--- config.mk ---
export PLATFORM = sky130hd
export DESIGN_NAME = grid_maze_dfs_path_finder_flat
export DESIGN_NICKNAME = d
export VERILOG_FILES = /design/src/rtl/core/gmdfs_pkg.sv /design/src/rtl/core/gmdfs_if.sv /design/src/rtl/core/gmdfs_ctrl.sv /design/src/rtl/core/gmdfs_dp.sv /design/src/rtl/core/grid_maze_dfs_path_finder.sv /design/src/flat_wrapper.sv
export SDC_FILE = /design/constraint.sdc
export NUM_CORES = 2
export LEC_CHECK = 0
export ABC_CLOCK_PERIOD_IN_PS = 7850
export BUFFER_PORTS_ARGS = -buffer_cell sky130_fd_sc_hd__buf_2
export CAP_MARGIN = 20
export CORE_ASPECT_RATIO = 0.5
export CORE_MARGIN = 5
export CORE_UTILIZATION = 45
export CTS_BUF_LIST = sky130_fd_sc_hd__clkbuf_4
export DETAILED_ROUTE_END_ITERATION = 6
export MAX_ROUTING_LAYER = met4
export PLACE_DENSITY_LB_ADDON = 0.12
export SYNTH_ARGS = -nofsm -noshare
export SYNTH_HDL_FRONTEND = slang
export SYNTH_HIERARCHICAL = 1
export SYNTH_SLANG_ARGS = --single-unit
--- constraint.sdc ---
create_clock -name clk -period 7.85 [get_ports clk]
set_input_delay 1.57 -clock clk [delete_from_list [all_inputs] [get_ports clk]]
set_output_delay 1.57 -clock clk [all_outputs]
set_load 0.05 [all_outputs]
--- src/rtl/core/gmdfs_pkg.sv ---
// ----------------------------------------------------------------------------
// gmdfs_pkg: shared types and constants of the grid maze path finder
// Field widths, register indexes, search directions and the command and
// status bundles between controller and datapath.
// ----------------------------------------------------------------------------
package gmdfs_pkg;

  localparam int MAX_ROWS_DEF = 8;
  localparam int MAX_COLS_DEF = 8;

  localparam int POS_W      = 3;  // row or column of a cell
  localparam int DIM_W      = 4;  // rows or columns in use
  localparam int DEPTH_W    = 7;  // reported depth
  localparam int DIR_W      = 3;  // next direction, 0..4
  localparam int TOT_W      = 2 * DIM_W;
  localparam int CFG_IDX_W  = 3;
  localparam int CFG_DATA_W = 4;

  // configuration register indexes
  localparam logic [CFG_IDX_W-1:0] CFG_GRID_ROWS = 3'd0;
  localparam logic [CFG_IDX_W-1:0] CFG_GRID_COLS = 3'd1;
  localparam logic [CFG_IDX_W-1:0] CFG_START_ROW = 3'd2;
  localparam logic [CFG_IDX_W-1:0] CFG_START_COL = 3'd3;
  localparam logic [CFG_IDX_W-1:0] CFG_GOAL_ROW  = 3'd4;
  localparam logic [CFG_IDX_W-1:0] CFG_GOAL_COL  = 3'd5;

  // register reset values
  localparam logic [DIM_W-1:0] RST_GRID_ROWS = 4'd8;
  localparam logic [DIM_W-1:0] RST_GRID_COLS = 4'd8;
  localparam logic [POS_W-1:0] RST_START_ROW = 3'd0;
  localparam logic [POS_W-1:0] RST_START_COL = 3'd0;
  localparam logic [POS_W-1:0] RST_GOAL_ROW  = 3'd7;
  localparam logic [POS_W-1:0] RST_GOAL_COL  = 3'd7;

  // search directions in trial order
  localparam logic [DIR_W-1:0] DIR_WEST  = 3'd0;
  localparam logic [DIR_W-1:0] DIR_NORTH = 3'd1;
  localparam logic [DIR_W-1:0] DIR_EAST  = 3'd2;
  localparam logic [DIR_W-1:0] DIR_SOUTH = 3'd3;
  localparam logic [DIR_W-1:0] DIR_DONE  = 3'd4;

  // bit positions in a wall entry
  localparam int WALL_EAST  = 0;
  localparam int WALL_SOUTH = 1;

  typedef struct packed {
    logic [1:0]       dir;
    logic [POS_W-1:0] row;
    logic [POS_W-1:0] col;
  } gmdfs_entry_t;

  typedef struct packed {
    logic load_wall;
    logic finish;
    logic init;
    logic check;
    logic pop;
    logic resume;
    logic push;
    logic next_dir;
    logic out_rd;
    logic out_stk;
    logic out_load;
    logic out_next;
  } gmdfs_cmd_t;

  typedef struct packed {
    logic total_zero;
    logic bounds_ok;
    logic start_goal;
    logic dir_done;
    logic sp_one;
    logic open;
    logic nb_goal;
    logic out_last;
    logic out_taken;
  } gmdfs_stat_t;

endpackage

--- src/rtl/core/gmdfs_if.sv ---
// ----------------------------------------------------------------------------
// gmdfs_if: stream interfaces of the grid maze path finder
// Cell load channel and cell report channel, valid/ready handshake.
// ----------------------------------------------------------------------------
interface gmdfs_in_if;
  logic valid;
  logic ready;
  logic east_wall;
  logic south_wall;
  logic last_cell;

  modport source (output valid, output east_wall, output south_wall,
                  output last_cell, input ready);
  modport sink   (input valid, input east_wall, input south_wall,
                  input last_cell, output ready);
endinterface

interface gmdfs_out_if;
  logic                              valid;
  logic                              ready;
  logic [gmdfs_pkg::POS_W-1:0]       cell_row;
  logic [gmdfs_pkg::POS_W-1:0]       cell_col;
  logic                              visited;
  logic [gmdfs_pkg::DEPTH_W-1:0]     depth;
  logic                              on_path;
  logic                              last_result;

  modport source (output valid, output cell_row, output cell_col, output visited,
                  output depth, output on_path, output last_result, input ready);
  modport sink   (input valid, input cell_row, input cell_col, input visited,
                  input depth, input on_path, input last_result, output ready);
endinterface

--- src/rtl/core/gmdfs_ctrl.sv ---
// ----------------------------------------------------------------------------
// gmdfs_ctrl: sequencer of the grid maze path finder
// Steps through loading, the depth-first search and the cell reports.
// ----------------------------------------------------------------------------
module gmdfs_ctrl (
  input  logic                   clk,
  input  logic                   rst_n,
  input  logic                   in_valid,
  input  logic                   in_last,
  output logic                   in_ready,
  input  gmdfs_pkg::gmdfs_stat_t stat,
  output gmdfs_pkg::gmdfs_cmd_t  cmd
);

  typedef enum logic [8:0] {
    S_LOAD     = 9'b000000001,
    S_INIT     = 9'b000000010,
    S_CHECK    = 9'b000000100,
    S_MOVE     = 9'b000001000,
    S_POP      = 9'b000010000,
    S_OUT_RD   = 9'b000100000,
    S_OUT_STK  = 9'b001000000,
    S_OUT_CMP  = 9'b010000000,
    S_OUT_WAIT = 9'b100000000
  } state_t;

  state_t state_r, state_nxt;

  always_ff @(posedge clk) begin
    if (!rst_n) begin
      state_r <= S_LOAD;
    end else begin
      state_r <= state_nxt;
    end
  end

  always_comb begin
    state_nxt = state_r;
    cmd       = '0;
    in_ready  = 1'b0;
    case (state_r)
      S_LOAD: begin
        in_ready = 1'b1;
        if (in_valid) begin
          cmd.load_wall = 1'b1;
          if (in_last) begin
            if (stat.total_zero) begin
              cmd.finish = 1'b1;
            end else begin
              state_nxt = S_INIT;
            end
          end
        end
      end
      S_INIT: begin
        cmd.init = 1'b1;
        if (!stat.bounds_ok || stat.start_goal) begin
          state_nxt = S_OUT_RD;
        end else begin
          state_nxt = S_CHECK;
        end
      end
      S_CHECK: begin
        if (stat.dir_done) begin
          if (stat.sp_one) begin
            state_nxt = S_OUT_RD;
          end else begin
            cmd.pop   = 1'b1;
            state_nxt = S_POP;
          end
        end else begin
          cmd.check = 1'b1;
          state_nxt = S_MOVE;
        end
      end
      S_POP: begin
        cmd.resume = 1'b1;
        state_nxt  = S_CHECK;
      end
      S_MOVE: begin
        if (stat.open) begin
          cmd.push  = 1'b1;
          state_nxt = stat.nb_goal ? S_OUT_RD : S_CHECK;
        end else begin
          cmd.next_dir = 1'b1;
          state_nxt    = S_CHECK;
        end
      end
      S_OUT_RD: begin
        cmd.out_rd = 1'b1;
        state_nxt  = S_OUT_STK;
      end
      S_OUT_STK: begin
        cmd.out_stk = 1'b1;
        state_nxt   = S_OUT_CMP;
      end
      S_OUT_CMP: begin
        cmd.out_load = 1'b1;
        state_nxt    = S_OUT_WAIT;
      end
      S_OUT_WAIT: begin
        if (stat.out_taken) begin
          if (stat.out_last) begin
            cmd.finish = 1'b1;
            state_nxt  = S_LOAD;
          end else begin
            cmd.out_next = 1'b1;
            state_nxt    = S_OUT_RD;
          end
        end
      end
      default: begin
        state_nxt = S_LOAD;
      end
    endcase
  end

endmodule

--- src/rtl/core/gmdfs_dp.sv ---
// ----------------------------------------------------------------------------
// gmdfs_dp: datapath of the grid maze path finder
// Configuration registers, wall, depth and stack memories, visit bits, the
// neighbour check and the cell report register.
// ----------------------------------------------------------------------------
module gmdfs_dp #(
  parameter int MAX_ROWS = gmdfs_pkg::MAX_ROWS_DEF,
  parameter int MAX_COLS = gmdfs_pkg::MAX_COLS_DEF
) (
  input  logic                                 clk,
  input  logic                                 rst_n,
  input  logic                                 cfg_wr_en,
  input  logic [gmdfs_pkg::CFG_IDX_W-1:0]      cfg_index,
  input  logic [gmdfs_pkg::CFG_DATA_W-1:0]     cfg_wdata,
  input  logic                                 east_wall,
  input  logic                                 south_wall,
  input  logic                                 out_ready,
  output logic                                 out_valid,
  output logic [gmdfs_pkg::POS_W-1:0]          out_row,
  output logic [gmdfs_pkg::POS_W-1:0]          out_col,
  output logic                                 out_visited,
  output logic [gmdfs_pkg::DEPTH_W-1:0]        out_depth,
  output logic                                 out_on_path,
  output logic                                 out_last,
  input  gmdfs_pkg::gmdfs_cmd_t                cmd,
  output gmdfs_pkg::gmdfs_stat_t               stat
);

  localparam int CELLS = MAX_ROWS * MAX_COLS;
  localparam int AW    = (CELLS > 1) ? $clog2(CELLS) : 1;
  localparam int SP_W  = $clog2(CELLS + 1);
  localparam int POS_W = gmdfs_pkg::POS_W;
  localparam int DIM_W = gmdfs_pkg::DIM_W;
  localparam int DW    = gmdfs_pkg::DEPTH_W;
  localparam int DIR_W = gmdfs_pkg::DIR_W;
  localparam int TOT_W = gmdfs_pkg::TOT_W;

  function automatic logic [AW-1:0] cell_addr(input logic [POS_W-1:0] r,
                                              input logic [POS_W-1:0] c);
    cell_addr = AW'(int'(r) * MAX_COLS + int'(c));
  endfunction

  // configuration
  logic [DIM_W-1:0] rows_r, cols_r;
  logic [POS_W-1:0] start_row_r, start_col_r, goal_row_r, goal_col_r;

  // load bookkeeping
  logic [SP_W-1:0]  lc_r;
  logic [DIM_W-1:0] ld_row_r;
  logic [POS_W-1:0] ld_col_r;

  // search state
  logic [SP_W-1:0]  sp_r;
  logic             found_r;
  logic [CELLS-1:0] visited_r;
  logic [DIR_W-1:0] dir_r;
  logic [POS_W-1:0] cur_row_r, cur_col_r, nb_row_r, nb_col_r;
  logic             edge_ok_r, loaded_r;

  // memories and their read registers
  logic [1:0]              wall_mem  [CELLS];
  logic [DW-1:0]           depth_mem [CELLS];
  gmdfs_pkg::gmdfs_entry_t stack_mem [CELLS];
  logic [1:0]              wall_q_r;
  logic [DW-1:0]           depth_q_r;
  logic                    vis_q_r;
  gmdfs_pkg::gmdfs_entry_t stk_q_r;

  // report
  logic [POS_W-1:0] orow_r, ocol_r;
  logic             res_valid_r;
  logic [POS_W-1:0] res_row_r, res_col_r;
  logic             res_vis_r, res_path_r, res_last_r;
  logic [DW-1:0]    res_depth_r;

  logic [DIM_W-1:0] used_rows, used_cols;
  logic [TOT_W-1:0] total;
  logic             load_ok, ld_wrap, out_wrap;
  logic [AW-1:0]    ld_addr, start_addr, nb_addr, wall_addr, out_addr, stk_raddr;
  logic [SP_W-1:0]  sp_m1, sp_m2;
  logic             chk_edge, chk_loaded, wall_bit, on_path, is_last;
  logic [POS_W-1:0] w_row, w_col, n_row, n_col;
  logic             dp_we;
  logic [AW-1:0]    dp_waddr;
  logic [DW-1:0]    dp_wdata, sp_depth;
  gmdfs_pkg::gmdfs_entry_t push_entry;

  assign used_rows = (rows_r > DIM_W'(MAX_ROWS)) ? DIM_W'(MAX_ROWS) : rows_r;
  assign used_cols = (cols_r > DIM_W'(MAX_COLS)) ? DIM_W'(MAX_COLS) : cols_r;
  assign total     = TOT_W'(used_rows) * TOT_W'(used_cols);
  assign load_ok   = TOT_W'(lc_r) < total;
  assign ld_wrap   = (DIM_W'(ld_col_r) + DIM_W'(1)) >= used_cols;
  assign out_wrap  = (DIM_W'(ocol_r) + DIM_W'(1)) >= used_cols;
  assign is_last   = ((DIM_W'(orow_r) + DIM_W'(1)) == used_rows) &&
                     ((DIM_W'(ocol_r) + DIM_W'(1)) == used_cols);

  assign ld_addr    = cell_addr(ld_row_r[POS_W-1:0], ld_col_r);
  assign start_addr = cell_addr(start_row_r, start_col_r);
  assign nb_addr    = cell_addr(nb_row_r, nb_col_r);
  assign out_addr   = cell_addr(orow_r, ocol_r);
  assign sp_m1      = sp_r - SP_W'(1);
  assign sp_m2      = sp_r - SP_W'(2);
  assign sp_depth   = DW'(sp_r);

  assign stat.total_zero = (used_rows == '0) || (used_cols == '0);
  assign stat.bounds_ok  = (DIM_W'(start_row_r) < used_rows) &&
                           (DIM_W'(start_col_r) < used_cols) &&
                           (DIM_W'(goal_row_r) < used_rows) &&
                           (DIM_W'(goal_col_r) < used_cols);
  assign stat.start_goal = (start_row_r == goal_row_r) && (start_col_r == goal_col_r);
  assign stat.dir_done   = (dir_r == gmdfs_pkg::DIR_DONE);
  assign stat.sp_one     = (sp_r == SP_W'(1));
  assign stat.nb_goal    = (nb_row_r == goal_row_r) && (nb_col_r == goal_col_r);
  assign stat.out_last   = is_last;
  assign stat.out_taken  = res_valid_r && out_ready;

  // neighbour and wall cell for the current direction
  always_comb begin
    chk_edge = 1'b0;
    w_row    = cur_row_r;
    w_col    = cur_col_r;
    n_row    = cur_row_r;
    n_col    = cur_col_r;
    case (dir_r)
      gmdfs_pkg::DIR_WEST: begin
        chk_edge = (cur_col_r != '0);
        w_col    = cur_col_r - POS_W'(1);
        n_col    = cur_col_r - POS_W'(1);
      end
      gmdfs_pkg::DIR_NORTH: begin
        chk_edge = (cur_row_r != '0);
        w_row    = cur_row_r - POS_W'(1);
        n_row    = cur_row_r - POS_W'(1);
      end
      gmdfs_pkg::DIR_EAST: begin
        chk_edge = (DIM_W'(cur_col_r) + DIM_W'(1)) < used_cols;
        n_col    = cur_col_r + POS_W'(1);
      end
      gmdfs_pkg::DIR_SOUTH: begin
        chk_edge = (DIM_W'(cur_row_r) + DIM_W'(1)) < used_rows;
        n_row    = cur_row_r + POS_W'(1);
      end
      default: begin
        chk_edge = 1'b0;
      end
    endcase
  end

  // cells not yet loaded for this maze have no walls
  assign chk_loaded = (DIM_W'(w_row) < ld_row_r) ||
                      ((DIM_W'(w_row) == ld_row_r) && (w_col < ld_col_r));
  assign wall_addr  = cell_addr(w_row, w_col);

  assign wall_bit  = (dir_r == gmdfs_pkg::DIR_WEST || dir_r == gmdfs_pkg::DIR_EAST) ?
                     wall_q_r[gmdfs_pkg::WALL_EAST] : wall_q_r[gmdfs_pkg::WALL_SOUTH];
  assign stat.open = edge_ok_r && !(loaded_r && wall_bit) && !visited_r[nb_addr];

  assign push_entry.dir = dir_r[1:0];
  assign push_entry.row = cur_row_r;
  assign push_entry.col = cur_col_r;

  assign dp_we    = (cmd.init && stat.bounds_ok) || cmd.push;
  assign dp_waddr = cmd.init ? start_addr : nb_addr;
  assign dp_wdata = cmd.init ? DW'(1) : (sp_depth + DW'(1));

  assign stk_raddr = cmd.pop ? AW'(sp_m2) : AW'(depth_q_r - DW'(1));

  // a visited cell lies on the path if the stack holds it at its depth
  always_comb begin
    on_path = 1'b0;
    if (found_r && vis_q_r) begin
      if (depth_q_r == sp_depth) begin
        on_path = (cur_row_r == orow_r) && (cur_col_r == ocol_r);
      end else if (depth_q_r < sp_depth) begin
        on_path = (stk_q_r.row == orow_r) && (stk_q_r.col == ocol_r);
      end
    end
  end

  // configuration registers
  always_ff @(posedge clk) begin
    if (!rst_n) begin
      rows_r      <= gmdfs_pkg::RST_GRID_ROWS;
      cols_r      <= gmdfs_pkg::RST_GRID_COLS;
      start_row_r <= gmdfs_pkg::RST_START_ROW;
      start_col_r <= gmdfs_pkg::RST_START_COL;
      goal_row_r  <= gmdfs_pkg::RST_GOAL_ROW;
      goal_col_r  <= gmdfs_pkg::RST_GOAL_COL;
    end else if (cfg_wr_en) begin
      case (cfg_index)
        gmdfs_pkg::CFG_GRID_ROWS: rows_r      <= cfg_wdata;
        gmdfs_pkg::CFG_GRID_COLS: cols_r      <= cfg_wdata;
        gmdfs_pkg::CFG_START_ROW: start_row_r <= cfg_wdata[POS_W-1:0];
        gmdfs_pkg::CFG_START_COL: start_col_r <= cfg_wdata[POS_W-1:0];
        gmdfs_pkg::CFG_GOAL_ROW:  goal_row_r  <= cfg_wdata[POS_W-1:0];
        gmdfs_pkg::CFG_GOAL_COL:  goal_col_r  <= cfg_wdata[POS_W-1:0];
        default: ;
      endcase
    end
  end

  // control state
  always_ff @(posedge clk) begin
    if (!rst_n) begin
      lc_r        <= '0;
      ld_row_r    <= '0;
      ld_col_r    <= '0;
      sp_r        <= '0;
      found_r     <= 1'b0;
      visited_r   <= '0;
      dir_r       <= gmdfs_pkg::DIR_WEST;
      orow_r      <= '0;
      ocol_r      <= '0;
      res_valid_r <= 1'b0;
    end else begin
      if (cmd.load_wall && load_ok) begin
        lc_r <= lc_r + SP_W'(1);
        if (ld_wrap) begin
          ld_col_r <= '0;
          ld_row_r <= ld_row_r + DIM_W'(1);
        end else begin
          ld_col_r <= ld_col_r + POS_W'(1);
        end
      end
      if (cmd.finish) begin
        lc_r     <= '0;
        ld_row_r <= '0;
        ld_col_r <= '0;
      end
      if (cmd.init) begin
        orow_r    <= '0;
        ocol_r    <= '0;
        dir_r     <= gmdfs_pkg::DIR_WEST;
        if (stat.bounds_ok) begin
          // only the start cell is visited
          visited_r <= CELLS'(1) << start_addr;
          sp_r      <= SP_W'(1);
          found_r   <= stat.start_goal;
        end else begin
          visited_r <= '0;
          sp_r      <= '0;
          found_r   <= 1'b0;
        end
      end
      if (cmd.pop) begin
        sp_r <= sp_m1;
      end
      if (cmd.resume) begin
        dir_r <= DIR_W'(stk_q_r.dir) + DIR_W'(1);
      end
      if (cmd.next_dir) begin
        dir_r <= dir_r + DIR_W'(1);
      end
      if (cmd.push) begin
        visited_r[nb_addr] <= 1'b1;
        sp_r               <= sp_r + SP_W'(1);
        dir_r              <= gmdfs_pkg::DIR_WEST;
        if (stat.nb_goal) begin
          found_r <= 1'b1;
        end
      end
      if (cmd.out_next) begin
        if (out_wrap) begin
          ocol_r <= '0;
          orow_r <= orow_r + POS_W'(1);
        end else begin
          ocol_r <= ocol_r + POS_W'(1);
        end
      end
      if (cmd.out_load) begin
        res_valid_r <= 1'b1;
      end else if (res_valid_r && out_ready) begin
        res_valid_r <= 1'b0;
      end
    end
  end

  // search position and report payload
  always_ff @(posedge clk) begin
    if (cmd.init) begin
      cur_row_r <= start_row_r;
      cur_col_r <= start_col_r;
    end else if (cmd.resume) begin
      cur_row_r <= stk_q_r.row;
      cur_col_r <= stk_q_r.col;
    end else if (cmd.push) begin
      cur_row_r <= nb_row_r;
      cur_col_r <= nb_col_r;
    end
    if (cmd.check) begin
      edge_ok_r <= chk_edge;
      loaded_r  <= chk_loaded;
      nb_row_r  <= n_row;
      nb_col_r  <= n_col;
    end
    if (cmd.out_load) begin
      res_row_r   <= orow_r;
      res_col_r   <= ocol_r;
      res_vis_r   <= vis_q_r;
      res_depth_r <= vis_q_r ? depth_q_r : '0;
      res_path_r  <= on_path;
      res_last_r  <= is_last;
    end
  end

  // wall memory
  always_ff @(posedge clk) begin
    if (cmd.load_wall && load_ok) begin
      wall_mem[ld_addr] <= {south_wall, east_wall};
    end
    if (cmd.check) begin
      wall_q_r <= wall_mem[wall_addr];
    end
  end

  // depth memory
  always_ff @(posedge clk) begin
    if (dp_we) begin
      depth_mem[dp_waddr] <= dp_wdata;
    end
    if (cmd.out_rd) begin
      depth_q_r <= depth_mem[out_addr];
      vis_q_r   <= visited_r[out_addr];
    end
  end

  // stack memory, the top entry lives in the position registers
  always_ff @(posedge clk) begin
    if (cmd.push) begin
      stack_mem[AW'(sp_m1)] <= push_entry;
    end
    if (cmd.pop || cmd.out_stk) begin
      stk_q_r <= stack_mem[stk_raddr];
    end
  end

  assign out_valid   = res_valid_r;
  assign out_row     = res_row_r;
  assign out_col     = res_col_r;
  assign out_visited = res_vis_r;
  assign out_depth   = res_depth_r;
  assign out_on_path = res_path_r;
  assign out_last    = res_last_r;

endmodule

--- src/rtl/core/grid_maze_dfs_path_finder.sv ---
// ----------------------------------------------------------------------------
// grid_maze_dfs_path_finder: depth-first search path finder on a wall grid
// Loads maze cells in raster order, searches from start to goal and reports
// depth and path marks of every cell.
// ----------------------------------------------------------------------------
// load: one cell per cycle, in_chan.ready stays high while loading.
// search: INIT sets up, then a neighbour check passes CHECK and MOVE, a backtrack
// step CHECK and POP, through the single-port wall and stack memories.
// report: OUT_RD, OUT_STK, OUT_CMP, OUT_WAIT per cell plus sink stall; ready is
// low from the last cell until the final report is taken. Reset restores the 8x8
// grid, start (0,0), goal (7,7) and clears the counters, not the memories.
module grid_maze_dfs_path_finder #(
  parameter int MAX_ROWS = gmdfs_pkg::MAX_ROWS_DEF,
  parameter int MAX_COLS = gmdfs_pkg::MAX_COLS_DEF
) (
  input  logic                             clk,
  input  logic                             rst_n,
  gmdfs_in_if.sink                         in_chan,
  gmdfs_out_if.source                      out_chan,
  input  logic                             cfg_wr_en,
  input  logic [gmdfs_pkg::CFG_IDX_W-1:0]  cfg_index,
  input  logic [gmdfs_pkg::CFG_DATA_W-1:0] cfg_wdata
);

  gmdfs_pkg::gmdfs_cmd_t  cmd;
  gmdfs_pkg::gmdfs_stat_t stat;
  logic                   in_ready;

  assign in_chan.ready = in_ready;

  gmdfs_ctrl u_ctrl (
    .clk      (clk),
    .rst_n    (rst_n),
    .in_valid (in_chan.valid),
    .in_last  (in_chan.last_cell),
    .in_ready (in_ready),
    .stat     (stat),
    .cmd      (cmd)
  );

  gmdfs_dp #(
    .MAX_ROWS (MAX_ROWS),
    .MAX_COLS (MAX_COLS)
  ) u_dp (
    .clk         (clk),
    .rst_n       (rst_n),
    .cfg_wr_en   (cfg_wr_en),
    .cfg_index   (cfg_index),
    .cfg_wdata   (cfg_wdata),
    .east_wall   (in_chan.east_wall),
    .south_wall  (in_chan.south_wall),
    .out_ready   (out_chan.ready),
    .out_valid   (out_chan.valid),
    .out_row     (out_chan.cell_row),
    .out_col     (out_chan.cell_col),
    .out_visited (out_chan.visited),
    .out_depth   (out_chan.depth),
    .out_on_path (out_chan.on_path),
    .out_last    (out_chan.last_result),
    .cmd         (cmd),
    .stat        (stat)
  );

endmodule

--- src/flat_wrapper.sv ---
// flat-port wrapper written by rule: the top's interface ports become plain ports
module grid_maze_dfs_path_finder_flat 
#(
  parameter int MAX_ROWS = gmdfs_pkg::MAX_ROWS_DEF,
  parameter int MAX_COLS = gmdfs_pkg::MAX_COLS_DEF
)
  (clk, rst_n, cfg_wr_en, cfg_index, cfg_wdata, in_chan_valid, in_chan_east_wall, in_chan_south_wall, in_chan_last_cell, in_chan_ready, out_chan_valid, out_chan_cell_row, out_chan_cell_col, out_chan_visited, out_chan_depth, out_chan_on_path, out_chan_last_result, out_chan_ready);
  gmdfs_in_if in_chan_i ();
  gmdfs_out_if out_chan_i ();
  input  logic clk;
  input  logic rst_n;
  input  logic cfg_wr_en;
  input  logic [gmdfs_pkg::CFG_IDX_W-1:0] cfg_index;
  input  logic [gmdfs_pkg::CFG_DATA_W-1:0] cfg_wdata;
  input wire logic [$bits(in_chan_i.valid)-1:0] in_chan_valid;
  input wire logic [$bits(in_chan_i.east_wall)-1:0] in_chan_east_wall;
  input wire logic [$bits(in_chan_i.south_wall)-1:0] in_chan_south_wall;
  input wire logic [$bits(in_chan_i.last_cell)-1:0] in_chan_last_cell;
  output wire logic [$bits(in_chan_i.ready)-1:0] in_chan_ready;
  output wire logic [$bits(out_chan_i.valid)-1:0] out_chan_valid;
  output wire logic [$bits(out_chan_i.cell_row)-1:0] out_chan_cell_row;
  output wire logic [$bits(out_chan_i.cell_col)-1:0] out_chan_cell_col;
  output wire logic [$bits(out_chan_i.visited)-1:0] out_chan_visited;
  output wire logic [$bits(out_chan_i.depth)-1:0] out_chan_depth;
  output wire logic [$bits(out_chan_i.on_path)-1:0] out_chan_on_path;
  output wire logic [$bits(out_chan_i.last_result)-1:0] out_chan_last_result;
  input wire logic [$bits(out_chan_i.ready)-1:0] out_chan_ready;
  assign in_chan_i.valid = in_chan_valid;
  assign in_chan_i.east_wall = in_chan_east_wall;
  assign in_chan_i.south_wall = in_chan_south_wall;
  assign in_chan_i.last_cell = in_chan_last_cell;
  assign in_chan_ready = in_chan_i.ready;
  assign out_chan_valid = out_chan_i.valid;
  assign out_chan_cell_row = out_chan_i.cell_row;
  assign out_chan_cell_col = out_chan_i.cell_col;
  assign out_chan_visited = out_chan_i.visited;
  assign out_chan_depth = out_chan_i.depth;
  assign out_chan_on_path = out_chan_i.on_path;
  assign out_chan_last_result = out_chan_i.last_result;
  assign out_chan_i.ready = out_chan_ready;
  grid_maze_dfs_path_finder #(.MAX_ROWS(MAX_ROWS), .MAX_COLS(MAX_COLS)) u_core (.clk(clk), .rst_n(rst_n), .in_chan(in_chan_i), .out_chan(out_chan_i), .cfg_wr_en(cfg_wr_en), .cfg_index(cfg_index), .cfg_wdata(cfg_wdata));
endmodule
==> metrics.cfg <==
[worst_setup_path]
end_kind=flop
required_ns=8.62
path_max_fanout=34
crit_chain=inv_1 > ha_1 > inv_1 > a21oi_1 > mux2_2 > a21boi_0 > o221ai_1 > nor4bb_1 > buf_4 > inv_1 > nor3_2 > buf_4 > nand3_1 > nor2_1
start_kind=flop
cpPeakStageDelay_ns=0.89
worst_path_most_repeated_cell=inv_1
critPathSlowestCell=nand3_1
crit_type=reg2reg
arrival_ns=6.66

[timing]
finalClockSkew_ns=0.09963
period_needed_ns=5.885
timing.hold.ws_ns=0.5040
tightestPinTransition_ns=1.123
slew_headroom=0.2484
finalSetupViolCount=0
rsz0062_at_grt=false
setup_tns_ns=0
finalCritPeriodShare=0.7496
drv_slew=0
fmax_mhz=169.9
hold_violations=0

[global_route]
grt_antenna_before_repair=4
grt_max_degree=122
grt_pass1_wl_mm=222.7
grt_overflow=0
grt_use_total=0.2403
grt_pass1_vias=33120

[power_and_ir_drop]
comb_power_share=0.020
power.switching_mw=2.826
p_sw_frac=0.2225
seq_power_share=0.572
cellPowerDensity_nw_per_um2=211.3
clkPwrFrac=0.408
peakVddDrop_mv=0.1002
p_int_mw=9.872
total_power_mw=12.70
leakagePower_nw=20.06

[yosys]
synth_compound_area_frac=0.04723
ys.flop_type=edfxtp_1
mappedNetlistNets=3729
synth.distinct_cells=91
yosys_warnings=6
synthSimpleGateAreaFrac=0.09473
synthCells=3632
synth_sequential_area_ratio=0.6706
async_flop_share=0
ys_seq_elements=1261
synth_area_um2=54600
synth_top_family_by_area=multiplexers
synth-xor-area-share=0.01024
postSynthAreaPerCell_um2=15.03
synth_enable_flop_cells=1136
synthAdderAreaFrac=0.01934
synthMuxAreaShare=0.1318

[final_layout]
drive_above_1_share=0.2184
utilization=0.4987
finalNetCount=3926
area_growth_pct=10.05

[placement]
hpwl_mm=91.33
io_buffers=32
gp_congestion=0.8966

[job]
drv_cap=0

[drt]
wl_per_cell_um=26.77
antenna_left=0
wl_mm=151.2
drt_iter0_drc=3639
via_count=33440
first_pass_iters=6
drcViolationCount=0
routed_via_density=5.923

[hold_path]
hold_path.class=reg2reg

[clocking]
clock_path_buffers=4
cts_tree=done
cts_resized=0
ctsHoldBuffers=0
cts_made_buffers=308
cts.htree.levels=5
clockRootBuffer=clkbuf_4
cts_sinks=1261
cts_setup_buffers=0
clk_pin_slew_ns=0.07
clk_latency_ns=1.21

[floorplan]
initial_core_util=0.4532
pin_count=33
dieArea_um2=128800
coreArea_um2=120500
die_w_um=502.6
rows=90
die_h_um=256.3

[outcome]
outcome=completed

==> cells by family (layout without fill, tap and decap cells) <==
kind of cell,Yosys count,after routing
flip-flops,1261,1261
AND/OR/NAND/NOR,1122,1122
AO/OA/AOI/OAI,409,409
multiplexers,362,362
buffers and inverters,333,731
adder cells (fa/ha/maj),82,82
XOR/XNOR,63,63
other,0,6
==> worst max-delay path: cells and delay by family, from the launching register on <==
kind	cells	cell delay (ns)
flops	1	0.33
compound gates	3	1.18
mux	1	0.36
simple gates	4	2.37
fa+ha+maj	1	0.32
buf+inv	5	0.94
==> layer usage <==
layer	track usage	wire length [µm]	part of all wire
met5	-	0	0
met4	0.07316	3506	0.023
met3	0.05030	13100	0.087
met2	0.3565	69580	0.46
met1	0.3361	64990	0.43
==> area by class of cell <==
class	instances	area, µm²
Inverter	125	475.5
Timing Repair Buffer	95	689.4
Antenna cell	6	15.01
Fill cell	10400	60400
Clock inverter	88	404.1
Multi-Input combinational cell	2038	16690
Sequential cell	1261	36630
Tap cell	1610	2014
Clock buffer	423	3176
==> through the flow <==
step	instance area [µm²]	setup slack, ns	cells
final	60090	1.965	5646
after global routing	60090	1.756	5646
after CTS	60050	2.053	5638
after detailed placement	56470	2.072	5127
after global placement	56460	2.268	5126
after floorplan	54600	3.124	3632
==> synthesized netlist by cell type, types with 7 or more instances <==
master	count	share of area
a21oi_1	60	0.0055
clkbuf_1	113	0.0078
and2_1	14	0.0016
nor2b_1	50	0.0057
o211ai_1	14	0.0019
edfxtp_1	1136	0.62
xnor2_1	39	0.0063
nor3b_1	9	0.0012
nand3_1	130	0.012
xor2_1	23	0.0037
mux4_2	275	0.11
buf_4	8	0.0011
inv_1	120	0.0082
o32ai_1	9	0.0014
nand4_1	29	0.0033
o22ai_1	72	0.0082
or3_1	15	0.0017
nand2_1	423	0.029
a22oi_1	7	0.00096
mux2i_1	70	0.013
a21o_1	9	0.0012
a211oi_1	15	0.0021
nor4_1	8	0.00092
a32oi_1	8	0.0013
buf_1	19	0.0013
o21ai_0	128	0.012
nand3b_1	7	0.00096
buf_2	61	0.0056
o21a_1	9	0.0012
mux4_1	7	0.0034
and3_1	28	0.0032
o221ai_1	12	0.0019
nor3_1	37	0.0034
nor2_1	305	0.021
a311oi_1	8	0.0013
ha_1	78	0.018
nand2b_1	19	0.0022
a31oi_1	17	0.0019
dfxtp_1	125	0.046
mux2_2	8	0.0016
or4_1	10	0.0014
==> power by group through the flow <==
stage | Sequential [mW] | Combinational, mW | Clock (mW)
finish | 7.27 | 0.250 | 5.18
global route | 7.27 | 0.270 | 5.72
CTS | 7.27 | 0.248 | 5.34
detailed placement | 7.42 | 0.247 | 0
global placement | 7.42 | 0.247 | 0
floorplan | 7.41 | 0.148 | 0
==> final timing paths <==
check,start,to,slack (ns),cells past startpoint
worst min-delay path,u_core/u_dp/ld_row_r[2],u_core/u_dp/ld_row_r[2],0.50,2
worst max-delay path,u_core/u_dp/dir_r[1],u_core/u_dp/stack_mem[33][0],1.97,14
worst max register to register,u_core/u_dp/dir_r[1],u_core/u_dp/stack_mem[33][0],1.97,14
worst min register to register,u_core/u_dp/ld_row_r[2],u_core/u_dp/ld_row_r[2],0.50,2
==> registers in the layout (all words and copies together) (netlist names), 7 cells and up <==
signal and flops:
u_core/u_dp/visited_r 64, u_core/u_dp/lc_r 7, u_core/u_dp/out_depth 7, u_core/u_dp/stack_mem 512, u_core/u_dp/depth_q_r 7, u_core/u_dp/depth_mem 448
u_core/u_dp/sp_depth 7, u_core/u_ctrl/state_r 9, u_core/u_dp/stk_q_r 8, u_core/u_dp/wall_mem 128
==> cell usage in the layout (no fill, tap or decap), types with 31 or more instances in the layout <==
cell,synthesis,routed
o22ai_1,72,72
buf_2,61,31
nand2_1,423,423
inv_1,120,120
dfxtp_1,125,119
nor2b_1,50,49
edfxtp_1,1136,1136
nor3_1,37,36
ha_1,78,78
nor2_1,305,300
xnor2_1,39,39
buf_4,8,59
mux4_2,275,275
a21oi_1,60,60
mux2i_1,70,67
o21ai_0,128,128
clkinv_1,2,64
clkbuf_4,0,423
nand3_1,130,130
Note: power is estimated with default switching activity, not from simulation.
